File: config.mk
export PLATFORM = sky130hd
export DESIGN_NAME = swrms_ram
export DESIGN_NICKNAME = d
export VERILOG_FILES = /design/src/hw/rtl/sliding_window_rms_meter_unit_macros.svh /design/src/hw/rtl/swrms_ram.sv
export SDC_FILE = /design/constraint.sdc
export NUM_CORES = 1
export LEC_CHECK = 0
export ABC_AREA = 1
export BUFFER_PORTS_ARGS = -buffer_cell sky130_fd_sc_hd__clkbuf_2
export CORE_MARGIN = 10
export CORE_UTILIZATION = 45
export CTS_CLUSTER_SIZE = 40
export DETAILED_ROUTE_END_ITERATION = 10
export SETUP_SLACK_MARGIN = 0.4
export SLEW_MARGIN = 20
export SYNTH_ARGS = -nofsm -noshare
export SYNTH_HDL_FRONTEND = slang
export SYNTH_SLANG_ARGS = --single-unit
File: constraint.sdc
create_clock -name clk -period 1.5 [get_ports clk]
set_input_delay 0.15 -clock clk [delete_from_list [all_inputs] [get_ports clk]]
set_output_delay 0.15 -clock clk [all_outputs]
set_load 0.02 [all_outputs]
File: src/hw/rtl/sliding_window_rms_meter_unit_macros.svh
// assertion macros for the sliding window rms meter
`ifndef SLIDING_WINDOW_RMS_METER_UNIT_MACROS_SVH
`define SLIDING_WINDOW_RMS_METER_UNIT_MACROS_SVH

`ifndef ASSERT_OFF
// same-cycle implication, checked out of reset
`define SWRMS_ASSERT_NOW(label, clk, rst_n, cond, prop) \
    label: assert property (@(posedge clk) disable iff (!rst_n) (cond) |-> (prop)) \
        else $error("assertion failed: label");
// next-cycle implication, checked out of reset
`define SWRMS_ASSERT_NEXT(label, clk, rst_n, cond, prop) \
    label: assert property (@(posedge clk) disable iff (!rst_n) (cond) |=> (prop)) \
        else $error("assertion failed: label");
`else
`define SWRMS_ASSERT_NOW(label, clk, rst_n, cond, prop)
`define SWRMS_ASSERT_NEXT(label, clk, rst_n, cond, prop)
`endif

`endif

File: src/hw/rtl/swrms_ram.sv
// generic single-clock ram, one write port, one registered read port
`timescale 1ns / 1ps
`default_nettype none

module swrms_ram
#(
    parameter int WIDTH = 8,
    parameter int DEPTH = 16,
    localparam int ADDR_W = $clog2(DEPTH)
)
(
    input  wire logic              clk,
    input  wire logic              we,
    input  wire logic [ADDR_W-1:0] waddr,
    input  wire logic [WIDTH-1:0]  wdata,
    input  wire logic              re,
    input  wire logic [ADDR_W-1:0] raddr,
    output logic      [WIDTH-1:0]  rdata
);

    logic [WIDTH-1:0] mem [DEPTH];

    always_ff @(posedge clk)
    begin
        if (we)
        begin
            mem[waddr] <= wdata;
        end
        if (re)
        begin
            rdata <= mem[raddr];
        end
    end

endmodule

`default_nettype wire

# After elaboration in Yosys (flattened, before gate mapping)
# Memories as Yosys holds them, arrays and structs flattened. A register that Yosys moved wholly into a read port is not among the register bits.
# Cells that the tools add are included.
[word_totals]
reg_bits = 0
ramBits = 128
in_bits = 19
wordCells = 3
n_memories = 1
[op_classes]
mux = 2
[memory_table]
columns = ["memory", "depth", "width", "read_ports", "rd_clocked_by_memory_dff", "write_ports", "line", "rtl"]
rows = [
  ["mem", 16, 8, 1, 1, 1, "swrms_ram.sv:21", "logic [WIDTH-1:0] mem [DEPTH];"],
]
[op_table]
columns = ["operator", "count"]
rows = [
  ["1-bit two-way mux", 2],
]

# Longest topological paths before layout
[logic_depth]
ltp_word = 2
ltp_mapped = 8

# Worst setup path after synthesis
# No wires, ideal clock.
[synth_path]
path_type = "input -> register"
startpoint = "input port waddr[2]"
endpoint = "memory mem[10][0], enable pin"
setup_time_ns = 0.370
arrival_ns = 0.731
slack_ns = 0.399
stages = 2
path_buffers = 0
cell_sequence = "nand3b_1 -> nor2_1"
[synth_rtl]
columns = ["item", "line", "rtl"]
rows = [
  ["start: declaration", "swrms_ram.sv:14", "input wire logic [ADDR_W-1:0] waddr,"],
  ["end: declaration", "swrms_ram.sv:21", ""],
]
# Straight into the memory's write port.

# Worst setup path after layout
[layout_path]
startpoint = "register rdata[6] (read register of mem)"
endpoint = "output port rdata[6]"
[layout_rtl]
columns = ["item", "line", "rtl"]
rows = [
  ["start: declaration", "swrms_ram.sv:18", "output logic [WIDTH-1:0] rdata"],
]
# No word-level cell between the ends.

==> run summary <==
Die Footprint: 17950 um2
Placement Cell Area: 6271 um2
Final Core Density: 56.81%
synth unique cells: 11
Max Cap Viol: 0
Ant. Diodes: 0
global-route usage over all layers: 15.19%
via count: 3809
worst setup path start: rdata[6]
initial antenna violation count: 0
core area: 12670 um2
most frequent cells in the layout: 167 x nand2_1, 136 x edfxtp_1, 100 x inv_1
Final ANT Viol Nets: 0
1st-iter DRT viols: 359
largest net degree at the start of global routing: 38
Min Clock Period, post-route: 1154 ps
Cells after DPL: 751
CP max stage cell: edfxtp_1
cell family with most CP delay: flip-flops
RSZ-0062 raised after global routing: true
PortBufs: 26
crit path max fanout: 1
fin crit share: 76.95%
wire length per cell: 17.24 um
worst ir drop on vdd: 595.3 uV
Root Driver: clkbuf_16
Pleak: 0.003100 uW
reg2reg start: mem[1][4]
area growth from synthesis to layout: 23.11%
Setup-failing EPs final: 0
H-tree levels: 4
Power Dens Cells: 1283 nW/um2
kind of critical path: flop to output port
Synth Instances: 551
Synth Cell Area: 5847 um2
R2R Path End: rdata[4]
layout cell share with drive strength beyond 1: 22.62%
CTS Buf Count: 17
average size of a mapped cell: 10.61 um2
dpl hpwl: 8.245 mm
startpoint class of the critical path: flop
nets: 617
Pre-Repair DR Iteration Count: 5
row count: 41
Final TNS setup: 0 ps
worst slew pin tran: 711.8 ps
Ys Warns: 0
CTS tree: built
outcome: finished, final reports clean
later-pin clock latency in the skew report: 420 ps
CP required: 1350 ps
Final Instance Area: 7198 um2
via/cell ratio: 4.871
Final Skew: 6.442 ps
relative slew slack: 52.48%
WP depth: 1
clock sink total: 136
Ports: 27
vias in the first global route: 3613
Max Slew Vio Count: 0
Starting Density: 46.14%
grt ovf: 0
global-route wire length before repair: 20.62 mm
CTS clk-pin slew, worst paths: 60 ps
height of the chip: 134.0 um
worst-case reg-to-reg path depth: 6
Hold Path Class: input pin to flop
Die W: 134.0 um
sequential area share after synthesis: 69.85%
Clock Tree Buf Depth: 2
commonest non-fill, non-tap cell in the layout: nand2_1
Final Instance Count excl. Fillers: 782
DRT Wirelength: 13.48 mm
CP Buf/Inv Count: 1
crit path to: rdata[6]
Crit path largest cell delay: 430 ps
synthesized flop and latch total: 136
Reg2Reg Setup Slack: 410 ps
DRC Markers: 0
FMAX: 866.4 MHz
critical path, cell by cell: buf_6
Synth Net Count: 570
Routability Congestion: 0.8531
critical path arrival: 1000 ps
Critical Path Sink Type: output port
Final Hold Fails: 0
==> timing repair <==
item / in CTS / in global routing
hold endpoints to repair: 0 / 0
pin swaps: 1 / 31
endpoints found under the setup margin: 14 / 16
setup buffers: 0 / 0
gates resized for setup: 8 / 72
hold buffers: 0 / 0
==> worst min path at each step <==
stage	start	end	cells after the start
2_1_floorplan	wdata[0]	mem[0][0]	0
3_3_place_gp	re	rdata[3]	1
3_5_place_dp	re	rdata[3]	1
4_1_cts	re	rdata[0]	1
5_1_grt	re	rdata[0]	1
6_report	re	rdata[1]	1
==> report_power, final <==
| group | total (uW) | leakage [uW] | internal [uW] | switching, uW |
|---|---|---|---|---|
| logic | 642 | 0.00157 | 211 | 431 |
| registers | 4310 | 0.00124 | 4280 | 27.2 |
| clock network | 4280 | 0.000293 | 2760 | 1520 |
==> layer usage <==
layer | routed length, um | GRT usage [%] | part of all wire (%) | up-vias
met2 | 6189 | 22.38 | 46 | 90
met1 | 6296 | 20.73 | 47 | 1824
met4 | 331 | 7.134 | 2.5 | 0
li1 | - | - | - | 1871
met5 | 0 | 0 | 0 | -
met3 | 662 | 3.547 | 4.9 | 24
==> final cells by class <==
cell class	instances	area (um2)
clock buffers	18	429.2
repair buffers	52	425.4
multi-input cells	289	1481
fillers	1039	5473
well taps	172	215.2
flip-flops and latches	136	4084
inverters	102	382.9
clock inverters	13	180.2
==> cells in the mapped netlist (all sizes together) <==
cell	n	share of area, %
nand2	173	11
edfxtp	136	70
inv	102	6.5
nand3	97	8.3
buf	24	2.8
nor2	17	1.1
nand3b	2	0.26
==> flip-flops by register name, summed over array words and instances (netlist names) <==
signal  flops
rdata       8
mem       128
==> through the flow <==
step | setup slack [ps] | hold WS, ps | total power, uW
after floorplan | 399.2 | 248.9 | 4704
after detailed placement | 63.02 | 578.2 | 4946
final | 345.8 | 159.6 | 9233
after global routing | 321.5 | 159.8 | 9517
after CTS | 308.8 | 149.9 | 9200
after global placement | 75.13 | 578.3 | 4940
==> cells by family (layout without fill, tap and decap cells) <==
logic type / after synthesis / in the layout / share of synthesized area (%)
buf+inv: 126 / 185 / 9.394
flops: 136 / 136 / 69.85
simple gates: 289 / 289 / 20.76
(Power assumes the default switching activity.)
